--- src/rtl/pulse_energy_integrator_defines.svh ---
// ---------------------------------------------------------------------------
// Pulse energy integrator assertion macros
// Shared assertion wrappers; they expand to nothing in synthesis builds.
// ---------------------------------------------------------------------------
`ifndef PULSE_ENERGY_INTEGRATOR_DEFINES_SVH
`define PULSE_ENERGY_INTEGRATOR_DEFINES_SVH

`ifndef SYNTHESIS
// Same-cycle implication, disabled while reset is asserted.
`define PEI_ASSERT_IMPLY(name, clk, rst_n, ante, cons) \
    name: assert property (@(posedge clk) disable iff (!rst_n) (ante) |-> (cons)) \
        else $error("pei assertion failed");
// Next-cycle implication, disabled while reset is asserted.
`define PEI_ASSERT_NEXT(name, clk, rst_n, ante, cons) \
    name: assert property (@(posedge clk) disable iff (!rst_n) (ante) |=> (cons)) \
        else $error("pei assertion failed");
`else
`define PEI_ASSERT_IMPLY(name, clk, rst_n, ante, cons)
`define PEI_ASSERT_NEXT(name, clk, rst_n, ante, cons)
`endif

`endif

--- src/rtl/pei_pkg.sv ---
// ---------------------------------------------------------------------------
// Pulse energy integrator package
// Widths, register indexes, codes and the scaler status bundle.
// ---------------------------------------------------------------------------
package pei_pkg;

    localparam int ADC_BITS   = 12;
    localparam int SUM_BITS   = 48;

    localparam int S_FIELDS_W = 4 * ADC_BITS;
    localparam int S_DATA_W   = ((S_FIELDS_W + 7) / 8) * 8;

    localparam int CFG_IDX_W  = 3;
    localparam int CFG_DATA_W = 16;
    localparam int RATE_W     = 16;
    localparam int DIVP_W     = 2 * RATE_W;
    localparam int ENERGY_W   = 32;
    localparam int PCOUNT_W   = 8;
    localparam int CHAN_W     = 2;

    // Register indexes
    localparam logic [CFG_IDX_W-1:0] REG_THRESHOLD  = 3'd0;
    localparam logic [CFG_IDX_W-1:0] REG_OFFSET_ONE = 3'd1;
    localparam logic [CFG_IDX_W-1:0] REG_OFFSET_TWO = 3'd2;
    localparam logic [CFG_IDX_W-1:0] REG_RATE_TICKS = 3'd3;
    localparam logic [CFG_IDX_W-1:0] REG_TICKS_US   = 3'd4;
    localparam logic [CFG_IDX_W-1:0] REG_ENERGY_DIV = 3'd5;
    localparam logic [CFG_IDX_W-1:0] REG_REPORT_AFT = 3'd6;
    localparam logic [CFG_IDX_W-1:0] REG_CHAN_SEL   = 3'd7;

    localparam logic [RATE_W-1:0] ENERGY_DIV_RESET = 16'd17332;

    // Channel select codes
    localparam logic [CHAN_W-1:0] CHAN_NONE = 2'd0;
    localparam logic [CHAN_W-1:0] CHAN_ONE  = 2'd1;
    localparam logic [CHAN_W-1:0] CHAN_TWO  = 2'd2;
    localparam logic [CHAN_W-1:0] CHAN_BOTH = 2'd3;

    // Item kinds
    localparam logic FUNC_SAMPLE = 1'b0;
    localparam logic FUNC_CLEAR  = 1'b1;

    typedef struct packed {
        logic busy;
        logic res_valid;
        logic energy_valid;
    } scl_status_t;

endpackage

--- src/rtl/pei_lane.sv ---
// ---------------------------------------------------------------------------
// Pulse energy integrator channel lane
// Gated multiply-accumulate of voltage times offset-corrected current.
// ---------------------------------------------------------------------------
module pei_lane (
    input  logic                               aclk,
    input  logic                               aresetn,
    input  logic                               step_en,
    input  logic                               clr,
    input  logic [pei_pkg::ADC_BITS-1:0]       volt,
    input  logic [pei_pkg::ADC_BITS-1:0]       curr,
    input  logic [pei_pkg::ADC_BITS-1:0]       offset,
    input  logic [pei_pkg::ADC_BITS-1:0]       threshold,
    output logic signed [pei_pkg::SUM_BITS-1:0] sum
);
    import pei_pkg::*;

    localparam int DIFF_W = ADC_BITS + 1;
    localparam int PROD_W = 2 * DIFF_W;

    logic signed [DIFF_W-1:0]   diff;
    logic signed [PROD_W-1:0]   prod;
    logic signed [SUM_BITS-1:0] sum_reg;
    logic signed [SUM_BITS-1:0] sum_next;

    assign diff = $signed({1'b0, curr}) - $signed({1'b0, offset});
    assign prod = PROD_W'($signed({1'b0, volt})) * PROD_W'(diff);

    always_comb begin
        sum_next = sum_reg;
        if (clr) begin
            sum_next = '0;
        end else if (step_en && (curr > threshold)) begin
            // wrap modulo 2^SUM_BITS
            sum_next = sum_reg + {{(SUM_BITS-PROD_W){prod[PROD_W-1]}}, prod};
        end
    end

    always_ff @(posedge aclk) begin
        if (!aresetn) begin
            sum_reg <= '0;
        end else begin
            sum_reg <= sum_next;
        end
    end

    assign sum = sum_reg;

endmodule

--- src/rtl/pei_scaler.sv ---
// ---------------------------------------------------------------------------
// Pulse energy integrator merge and scale unit
// Merges lane sums, scales by the sample period and divides bit-serially.
// ---------------------------------------------------------------------------
`include "pulse_energy_integrator_defines.svh"

module pei_scaler (
    input  logic                                aclk,
    input  logic                                aresetn,
    input  logic                                start,
    input  logic [pei_pkg::CHAN_W-1:0]          chan_sel,
    input  logic signed [pei_pkg::SUM_BITS-1:0] sum_one,
    input  logic signed [pei_pkg::SUM_BITS-1:0] sum_two,
    input  logic [pei_pkg::RATE_W-1:0]          rate,
    input  logic [pei_pkg::RATE_W-1:0]          divisor,
    input  logic [pei_pkg::RATE_W-1:0]          ticks,
    input  logic                                res_ready,
    output pei_pkg::scl_status_t                status,
    output logic [pei_pkg::ENERGY_W-1:0]        energy
);
    import pei_pkg::*;

    localparam int MERGE_W = SUM_BITS + 1;
    localparam int PROD_W  = MERGE_W + RATE_W;
    localparam int CNT_W   = $clog2(PROD_W);

    typedef enum logic [4:0] {
        ST_IDLE = 5'b00001,
        ST_ABS  = 5'b00010,
        ST_MUL  = 5'b00100,
        ST_DIV  = 5'b01000,
        ST_DONE = 5'b10000
    } scl_state_t;

    scl_state_t                state_reg, state_next;
    logic signed [MERGE_W-1:0] merge_reg;
    logic [MERGE_W-1:0]        mag_reg;
    logic                      neg_reg;
    logic                      valid_reg;
    logic [RATE_W-1:0]         rate_reg;
    logic [DIVP_W-1:0]         div_reg;
    logic [PROD_W-1:0]         dvd_reg;
    logic [DIVP_W-1:0]         rem_reg;
    logic [ENERGY_W-1:0]       quot_reg;
    logic [CNT_W-1:0]          cnt_reg;

    logic signed [MERGE_W-1:0] merge_next;
    logic [RATE_W-1:0]         div_eff;
    logic [RATE_W-1:0]         tick_eff;
    logic [DIVP_W:0]           rem_shift;
    logic                      ge;

    assign div_eff  = (divisor == '0) ? RATE_W'(1) : divisor;
    assign tick_eff = (ticks == '0) ? RATE_W'(1) : ticks;

    always_comb begin
        case (chan_sel)
            CHAN_ONE:  merge_next = MERGE_W'(sum_one);
            CHAN_TWO:  merge_next = MERGE_W'(sum_two);
            CHAN_BOTH: merge_next = MERGE_W'(sum_one) + MERGE_W'(sum_two);
            default:   merge_next = '0;
        endcase
    end

    // restoring divider step
    assign rem_shift = {rem_reg, dvd_reg[PROD_W-1]};
    assign ge        = rem_shift >= {1'b0, div_reg};

    always_comb begin
        state_next = state_reg;
        case (state_reg)
            ST_IDLE: if (start) state_next = ST_ABS;
            ST_ABS:  state_next = ST_MUL;
            ST_MUL:  state_next = ST_DIV;
            ST_DIV:  if (cnt_reg == CNT_W'(PROD_W - 1)) state_next = ST_DONE;
            ST_DONE: if (res_ready) state_next = ST_IDLE;
            default: state_next = ST_IDLE;
        endcase
    end

    always_ff @(posedge aclk) begin
        if (!aresetn) begin
            state_reg <= ST_IDLE;
        end else begin
            state_reg <= state_next;
        end
    end

    always_ff @(posedge aclk) begin
        case (state_reg)
            ST_IDLE: begin
                if (start) begin
                    merge_reg <= merge_next;
                    valid_reg <= (chan_sel != CHAN_NONE);
                    rate_reg  <= rate;
                    div_reg   <= DIVP_W'(div_eff) * DIVP_W'(tick_eff);
                end
            end
            ST_ABS: begin
                neg_reg <= merge_reg[MERGE_W-1];
                mag_reg <= merge_reg[MERGE_W-1] ? MERGE_W'(-merge_reg) : MERGE_W'(merge_reg);
            end
            ST_MUL: begin
                dvd_reg <= PROD_W'(mag_reg) * PROD_W'(rate_reg);
                rem_reg <= '0;
                cnt_reg <= '0;
            end
            ST_DIV: begin
                rem_reg  <= ge ? DIVP_W'(rem_shift - {1'b0, div_reg}) : rem_shift[DIVP_W-1:0];
                dvd_reg  <= {dvd_reg[PROD_W-2:0], 1'b0};
                quot_reg <= {quot_reg[ENERGY_W-2:0], ge};
                cnt_reg  <= cnt_reg + CNT_W'(1);
            end
            default: begin
            end
        endcase
    end

    assign status.busy         = (state_reg != ST_IDLE);
    assign status.res_valid    = (state_reg == ST_DONE);
    assign status.energy_valid = valid_reg;

    always_comb begin
        if (!valid_reg) begin
            energy = '0;
        end else if (neg_reg) begin
            energy = -quot_reg;
        end else begin
            energy = quot_reg;
        end
    end

    `PEI_ASSERT_IMPLY(a_start_when_idle, aclk, aresetn, start, state_reg == ST_IDLE)
    `PEI_ASSERT_IMPLY(a_rem_below_div, aclk, aresetn, state_reg == ST_DONE, rem_reg < div_reg)
    `PEI_ASSERT_IMPLY(a_div_nonzero, aclk, aresetn, state_reg == ST_DIV, div_reg != '0)

endmodule

--- src/rtl/pulse_energy_integrator.sv ---
// ---------------------------------------------------------------------------
// Pulse energy integrator
// Two-channel flash pulse energy accumulation with burst reporting.
// ---------------------------------------------------------------------------
// Each input beat carries one voltage and one current sample for both flash
// channels. Two lanes work side by side: each adds volt * (curr - offset) to
// its own 48-bit signed sum when the raw current is above the threshold. A
// beat with tlast closes a pulse; once report_after + 1 pulses have closed,
// the merge unit picks channel one, channel two or their sum, multiplies it
// by sample_rate_ticks and divides by energy_divisor * ticks_per_us,
// truncating toward zero, and one result beat leaves with the low 32 bits.
// All sums and the pulse count clear at that point, or on a clear beat.
// A sample or clear beat is taken and the next beat can follow at once. A
// reporting beat holds the input through the merge, the magnitude, the
// scaling multiply and 65 steps of the restoring divider, one quotient bit
// per cycle over the 65-bit scaled sum, and then the hand-over of the result
// to the output register, which waits while that register is still full.
// The output register lets the input run on while a result waits to be
// taken.
`include "pulse_energy_integrator_defines.svh"

module pulse_energy_integrator (
    input  logic                                aclk,
    input  logic                                aresetn,
    // input stream
    input  logic                                s_tvalid,
    output logic                                s_tready,
    // volt_one, curr_one, volt_two, curr_two (12 bits each, from bit 0 up)
    input  logic [pei_pkg::S_DATA_W-1:0]        s_tdata,
    input  logic                                s_tlast,   // last_sample
    input  logic                                s_tuser,   // func
    // result stream
    output logic                                m_tvalid,
    input  logic                                m_tready,
    output logic signed [pei_pkg::ENERGY_W-1:0] m_tdata,   // energy
    output logic [1:0]                          m_tuser,   // burst_done, energy_valid
    // configuration write port
    input  logic                                cfg_wr_en,
    input  logic [pei_pkg::CFG_IDX_W-1:0]       cfg_index,
    input  logic [pei_pkg::CFG_DATA_W-1:0]      cfg_wdata
);
    import pei_pkg::*;

    // configuration
    logic [ADC_BITS-1:0] threshold_reg;
    logic [ADC_BITS-1:0] offset_one_reg;
    logic [ADC_BITS-1:0] offset_two_reg;
    logic [RATE_W-1:0]   rate_reg;
    logic [RATE_W-1:0]   ticks_reg;
    logic [RATE_W-1:0]   div_reg;
    logic [PCOUNT_W-1:0] report_after_reg;
    logic [CHAN_W-1:0]   chan_sel_reg;

    // control
    logic [PCOUNT_W-1:0] pulse_count_reg, pulse_count_next;
    logic                report_reg;
    logic                s_beat;
    logic                clear_beat;
    logic                sample_beat;
    logic                report_hit;
    logic                lane_clr;

    logic signed [SUM_BITS-1:0] sum_one;
    logic signed [SUM_BITS-1:0] sum_two;

    scl_status_t         scl_status;
    logic [ENERGY_W-1:0] scl_energy;
    logic                res_ready;

    // output register
    logic                m_valid_reg;
    logic [ENERGY_W-1:0] m_data_reg;
    logic [1:0]          m_user_reg;

    // Configuration writes
    always_ff @(posedge aclk) begin
        if (!aresetn) begin
            threshold_reg    <= '0;
            offset_one_reg   <= '0;
            offset_two_reg   <= '0;
            rate_reg         <= RATE_W'(1);
            ticks_reg        <= RATE_W'(1);
            div_reg          <= ENERGY_DIV_RESET;
            report_after_reg <= '0;
            chan_sel_reg     <= CHAN_NONE;
        end else if (cfg_wr_en) begin
            case (cfg_index)
                REG_THRESHOLD:  threshold_reg    <= cfg_wdata[ADC_BITS-1:0];
                REG_OFFSET_ONE: offset_one_reg   <= cfg_wdata[ADC_BITS-1:0];
                REG_OFFSET_TWO: offset_two_reg   <= cfg_wdata[ADC_BITS-1:0];
                REG_RATE_TICKS: rate_reg         <= cfg_wdata[RATE_W-1:0];
                REG_TICKS_US:   ticks_reg        <= cfg_wdata[RATE_W-1:0];
                REG_ENERGY_DIV: div_reg          <= cfg_wdata[RATE_W-1:0];
                REG_REPORT_AFT: report_after_reg <= cfg_wdata[PCOUNT_W-1:0];
                REG_CHAN_SEL:   chan_sel_reg     <= cfg_wdata[CHAN_W-1:0];
                default: begin
                end
            endcase
        end
    end

    // Hold the input while a report is being merged and scaled.
    assign s_tready    = !report_reg && !scl_status.busy;
    assign s_beat      = s_tvalid && s_tready;
    assign clear_beat  = s_beat && (s_tuser == FUNC_CLEAR);
    assign sample_beat = s_beat && (s_tuser == FUNC_SAMPLE);
    assign report_hit  = sample_beat && s_tlast && (pulse_count_reg == report_after_reg);

    // The lanes hold the updated sums while report_reg is set so the scaler
    // can take them; drop them at the same edge.
    assign lane_clr = clear_beat || report_reg;

    always_comb begin
        pulse_count_next = pulse_count_reg;
        if (lane_clr) begin
            pulse_count_next = '0;
        end else if (sample_beat && s_tlast && !report_hit) begin
            pulse_count_next = pulse_count_reg + PCOUNT_W'(1);
        end
    end

    always_ff @(posedge aclk) begin
        if (!aresetn) begin
            pulse_count_reg <= '0;
            report_reg      <= 1'b0;
        end else begin
            pulse_count_reg <= pulse_count_next;
            report_reg      <= report_hit;
        end
    end

    pei_lane u_lane_one (
        .aclk      (aclk),
        .aresetn   (aresetn),
        .step_en   (sample_beat),
        .clr       (lane_clr),
        .volt      (s_tdata[ADC_BITS-1:0]),
        .curr      (s_tdata[2*ADC_BITS-1:ADC_BITS]),
        .offset    (offset_one_reg),
        .threshold (threshold_reg),
        .sum       (sum_one)
    );

    pei_lane u_lane_two (
        .aclk      (aclk),
        .aresetn   (aresetn),
        .step_en   (sample_beat),
        .clr       (lane_clr),
        .volt      (s_tdata[3*ADC_BITS-1:2*ADC_BITS]),
        .curr      (s_tdata[4*ADC_BITS-1:3*ADC_BITS]),
        .offset    (offset_two_reg),
        .threshold (threshold_reg),
        .sum       (sum_two)
    );

    assign res_ready = !m_valid_reg || m_tready;

    pei_scaler u_scaler (
        .aclk      (aclk),
        .aresetn   (aresetn),
        .start     (report_reg),
        .chan_sel  (chan_sel_reg),
        .sum_one   (sum_one),
        .sum_two   (sum_two),
        .rate      (rate_reg),
        .divisor   (div_reg),
        .ticks     (ticks_reg),
        .res_ready (res_ready),
        .status    (scl_status),
        .energy    (scl_energy)
    );

    // Output register: load a finished result when the slot is free or
    // being emptied in this cycle.
    always_ff @(posedge aclk) begin
        if (!aresetn) begin
            m_valid_reg <= 1'b0;
        end else if (scl_status.res_valid && res_ready) begin
            m_valid_reg <= 1'b1;
        end else if (m_tready) begin
            m_valid_reg <= 1'b0;
        end
    end

    always_ff @(posedge aclk) begin
        if (scl_status.res_valid && res_ready) begin
            m_data_reg <= scl_energy;
            m_user_reg <= {scl_status.energy_valid, 1'b1};
        end
    end

    assign m_tvalid = m_valid_reg;
    assign m_tdata  = $signed(m_data_reg);
    assign m_tuser  = m_user_reg;

    `PEI_ASSERT_NEXT(a_clear_zeroes_count, aclk, aresetn, clear_beat, pulse_count_reg == '0)
    `PEI_ASSERT_NEXT(a_report_clears_sums, aclk, aresetn, report_reg, (sum_one == '0) && (sum_two == '0))
    `PEI_ASSERT_IMPLY(a_no_beat_while_busy, aclk, aresetn, scl_status.busy, !s_tready)

endmodule

--- config.mk ---
export PLATFORM = sky130hd
export DESIGN_NAME = pulse_energy_integrator
export DESIGN_NICKNAME = d
export VERILOG_FILES = /design/src/rtl/pei_pkg.sv /design/src/rtl/pei_lane.sv /design/src/rtl/pei_scaler.sv /design/src/rtl/pulse_energy_integrator.sv
export VERILOG_INCLUDE_DIRS = /design/src /design/src/rtl
export SDC_FILE = /design/constraint.sdc
export NUM_CORES = 2
export LEC_CHECK = 0
export BUFFER_PORTS_ARGS = -buffer_cell sky130_fd_sc_hd__buf_2
export CORE_ASPECT_RATIO = 1.1
export CORE_MARGIN = 5
export CORE_UTILIZATION = 70
export DETAILED_ROUTE_END_ITERATION = 12
export PLACE_DENSITY = 0.93
export SLEW_MARGIN = 15
export SYNTH_ARGS = -nofsm -noshare
export SYNTH_HDL_FRONTEND = slang
export SYNTH_SLANG_ARGS = --single-unit
--- constraint.sdc ---
create_clock -name aclk -period 31.7 [get_ports aclk]
set_clock_uncertainty 0.15 [all_clocks]
set_input_delay 3.17 -clock aclk [delete_from_list [all_inputs] [get_ports aclk]]
set_output_delay 3.17 -clock aclk [all_outputs]
set_load 0.05 [all_outputs]
==> results_tabular.tex <==
\begin{tabular}{lr}
\hline
Metric & Value \\
\hline
\multicolumn{2}{l}{\textbf{Layout}} \\
Share of post-route cells with drive strength above 1 & under 10\% \\
NumNets Final & 9899 \\
Number of fill cells & 6841 \\
Number of non-filler instances in the completed layout & 9538 \\
Number of flip-flops in the largest register & 65 \\
Area Overhead vs Synth & 4.80\% \\
\multicolumn{2}{l}{\textbf{Timing}} \\
Final Setup Violations & 0 \\
Final Max Tran Viols & 0 \\
Worst-Margin Slew & 1200 ps \\
Final hold violation count & 0 \\
Sum of negative setup slack & 0 ps \\
Unrepaired setup endpoints after global routing & false \\
Relative slew slack & 19.0\% \\
Period utilization & 45.6\% \\
Clock period minus worst slack & 14440 ps \\
Peak clock frequency supported by timing & 69.2 MHz \\
Final worst hold slack & 279 ps \\
\multicolumn{2}{l}{\textbf{Floorplan}} \\
Overall die width & 320 µm \\
Count of standard-cell rows & 125 \\
Core ar. & between 0.1 and 0.15 mm² \\
Count of boundary I/O pins & 110 \\
Initial core utilization & 70.2\% \\
Die ar. & 0.112 mm² \\
Height of the die & around 350 µm \\
\multicolumn{2}{l}{\textbf{Clock network}} \\
Clock tree from TritonCTS & done \\
Maximum buffer depth of the clock tree & 3 \\
Number of H-tree levels & 2 \\
Post-cts sizing count & 0 \\
Hold bufs inserted after CTS & 0 \\
Number of setup buffers added after CTS & 0 \\
Insertion delay of the later-clocked pin in the worst-skew pair & 700 ps \\
Cts bufs inserted & 60 \\
Sink count of the clock tree & 522 \\
Clock input transition at the sequential cells of the worst setup and hold paths & 70 ps \\
CTS root buf & clkbuf\_16 \\
\multicolumn{2}{l}{\textbf{Run status}} \\
Result of the run & completed \\
\multicolumn{2}{l}{\textbf{Global route}} \\
Wire length of the first global-routing pass & 320000 µm \\
Pin count of the biggest net entering global routing & 88 \\
Total track usage & a little over a third \\
Number of global-route vias before repair & 64389 \\
Number of antenna violations at the first check in global routing & 13 \\
Grt ovf & 0 \\
\multicolumn{2}{l}{\textbf{Worst setup path}} \\
Cell seen most often among critical-path stages & o21ai\_0 \\
Crit path launch type & input pin \\
Critical path peak fanout & 14 \\
Arrival time worst endpoint & 14850 ps \\
Worst endpoint required time & 32100 ps \\
Slowest-stage cell, CP & or4b\_2 \\
CP endpoint kind & flop \\
Kind of critical path & in2reg \\
Max incr delay on CP & 620 ps \\
\multicolumn{2}{l}{\textbf{Logic synthesis}} \\
Count of warnings emitted by yosys & 0 \\
Cell accounting for the most synthesized area & fa\_1 \\
Post-synthesis register bit count & between 500 and 600 \\
Cells taking the most area after synthesis & fa\_1, edfxtp\_1, ha\_1, nand2\_1, inv\_1 \\
Mapped cell area & roughly 0.074 mm² \\
Count of cell types in the netlist & 84 \\
Commonest cells in the synthesized netlist & nand2\_1, inv\_1, fa\_1 \\
Async set-reset flop share out of synthesis & 0\% \\
Portion of the post-synthesis area used by sequential elements & 18.5\% \\
Count of mapped cells out of synthesis & 8241 \\
Number of enable flip-flop cells after synthesis & $\sim$320 \\
Most frequently used cell type in the post-synthesis netlist & nand2\_1 \\
Mean area per synthesized cell & 8.95 µm² \\
Yosys top cell area share & 29.2\% \\
Most used flip-flop cell after synthesis & edfxtp\_1 \\
Net count after synthesis & 10059 \\
\multicolumn{2}{l}{\textbf{Placed design}} \\
Port Buffers & 108 \\
Post-detailed-placement half-perimeter wirelength & 143000 µm \\
Post-Place Cells & 9416 \\
Final RePlAce weighted congestion & about 0.95 \\
\multicolumn{2}{l}{\textbf{Routing}} \\
Vias after detailed routing & 60138 \\
Routed Antenna Nets & 0 \\
Routed WL per cell & 20.5 µm \\
Total wire length & 196000 µm \\
\# DRC & 0 \\
DR iter-0 viols & 5953 \\
Pre-Repair DR Iteration Count & 8 \\
Average via count per standard cell & 6.31 \\
\multicolumn{2}{l}{\textbf{Run}} \\
Maximum Capacitance Violations & 0 \\
\multicolumn{2}{l}{\textbf{Worst hold path}} \\
Path class of the lowest-slack min-delay path & reg2reg \\
\hline
\end{tabular}
[cell usage in the layout, fill, tap and decap left out, drive strengths merged, types with 17 or more instances in the layout]
master  count
xnor2     276
or3        24
nand4      49
a21oi     448
inv      1234
mux2       34
o21ai     234
and3       44
o41ai      20
nor2b      94
nor3       45
buf       161
nand2    1397
xor2      106
or4        17
nand3      98
and2      376
a22o       19
ha        668
dfxtp     205
a31oi      34
edfxtp    317
a21boi     22
fa       1076
mux2i      78
nor4       19
o21bai     50
nand2b     72
o21a       35
or2        19
o31ai      34
nor2      387
clkbuf     77
a21o      166
a211oi     32
[worst max-delay path: cells and delay by family]
kind                       cells  cell delay [ps]
adders and majority gates     10             4150
xor gates and xnor gates       1              180
AOI/OAI and AO/OA             20             5020
buffers and inverters          5              300
and+or+nand+nor                8             2040
[per-layer routing]
metal	track usage, %	vias up	wire (µm)
li1	-	26104	-
met1	41.9	29087	68400
met2	58.3	3790	92800
met3	9.00	1149	21900
met4	18.7	8	12400
met5	0	-	56
[stage by stage]
stage / worst slack, ps / cell area (µm²) / utilization [%]
2_1_floorplan: 17430 / 73800 / -
3_3_place_gp: 16980 / 75100 / 71.4
3_5_place_dp: 16690 / 75100 / 71.4
4_1_cts: 17410 / 77300 / 73.5
5_1_grt: 16570 / 77300 / 73.5
6_report: 17260 / 77300 / 73.6
[worst paths after layout]
kind                                                      from                               to  slack [ps]  depth (start not counted)
worst max register to register  offset_one_reg[1]$_SDFFE_PN0P_  u_lane_one.sum[46]$_SDFFE_PP0P_       19570                         42
worst min-delay path                 rate_reg[15]$_SDFFE_PN0P_  u_scaler.rate_reg[15]$_DFFE_PP_         280                          0
worst min register to register       rate_reg[15]$_SDFFE_PN0P_  u_scaler.rate_reg[15]$_DFFE_PP_         280                          0
worst max-delay path                               s_tdata[12]  u_lane_one.sum[46]$_SDFFE_PP0P_       17260                         44
[layout make-up]
type	count	area, µm²	share of cell area (%)
Tap cell	1397	1750	2.26
Timing Repair Buffer	161	938	1.21
Sequential cell	522	13600	17.6
Antenna cell	8	20.0	0.0259
Clock inverter	37	485	0.628
Clock buffer	77	1710	2.21
Inverter	1224	4590	5.94
Multi-Input combinational cell	6112	54200	70.1
[kinds of logic (layout without fill, tap and decap cells)]
family / count (synthesis) / count (layout) / synth area share [%]
multiplexers: 112 / 112 / 1.58
XOR/XNOR: 382 / 382 / 4.54
AND/OR/NAND/NOR: 2668 / 2668 / 16.5
buffers and inverters: 1607 / 1499 / 8.18
adder cells (fa/ha/maj): 1744 / 1744 / 40.5
flip-flops: 522 / 522 / 18.5
AO/OA/AOI/OAI: 1205 / 1205 / 10.2
other: 1 / 9 / 0.00508
Power is not shown: default switching activity piles up to over one toggle a cycle in this logic, so the estimate is an artifact.
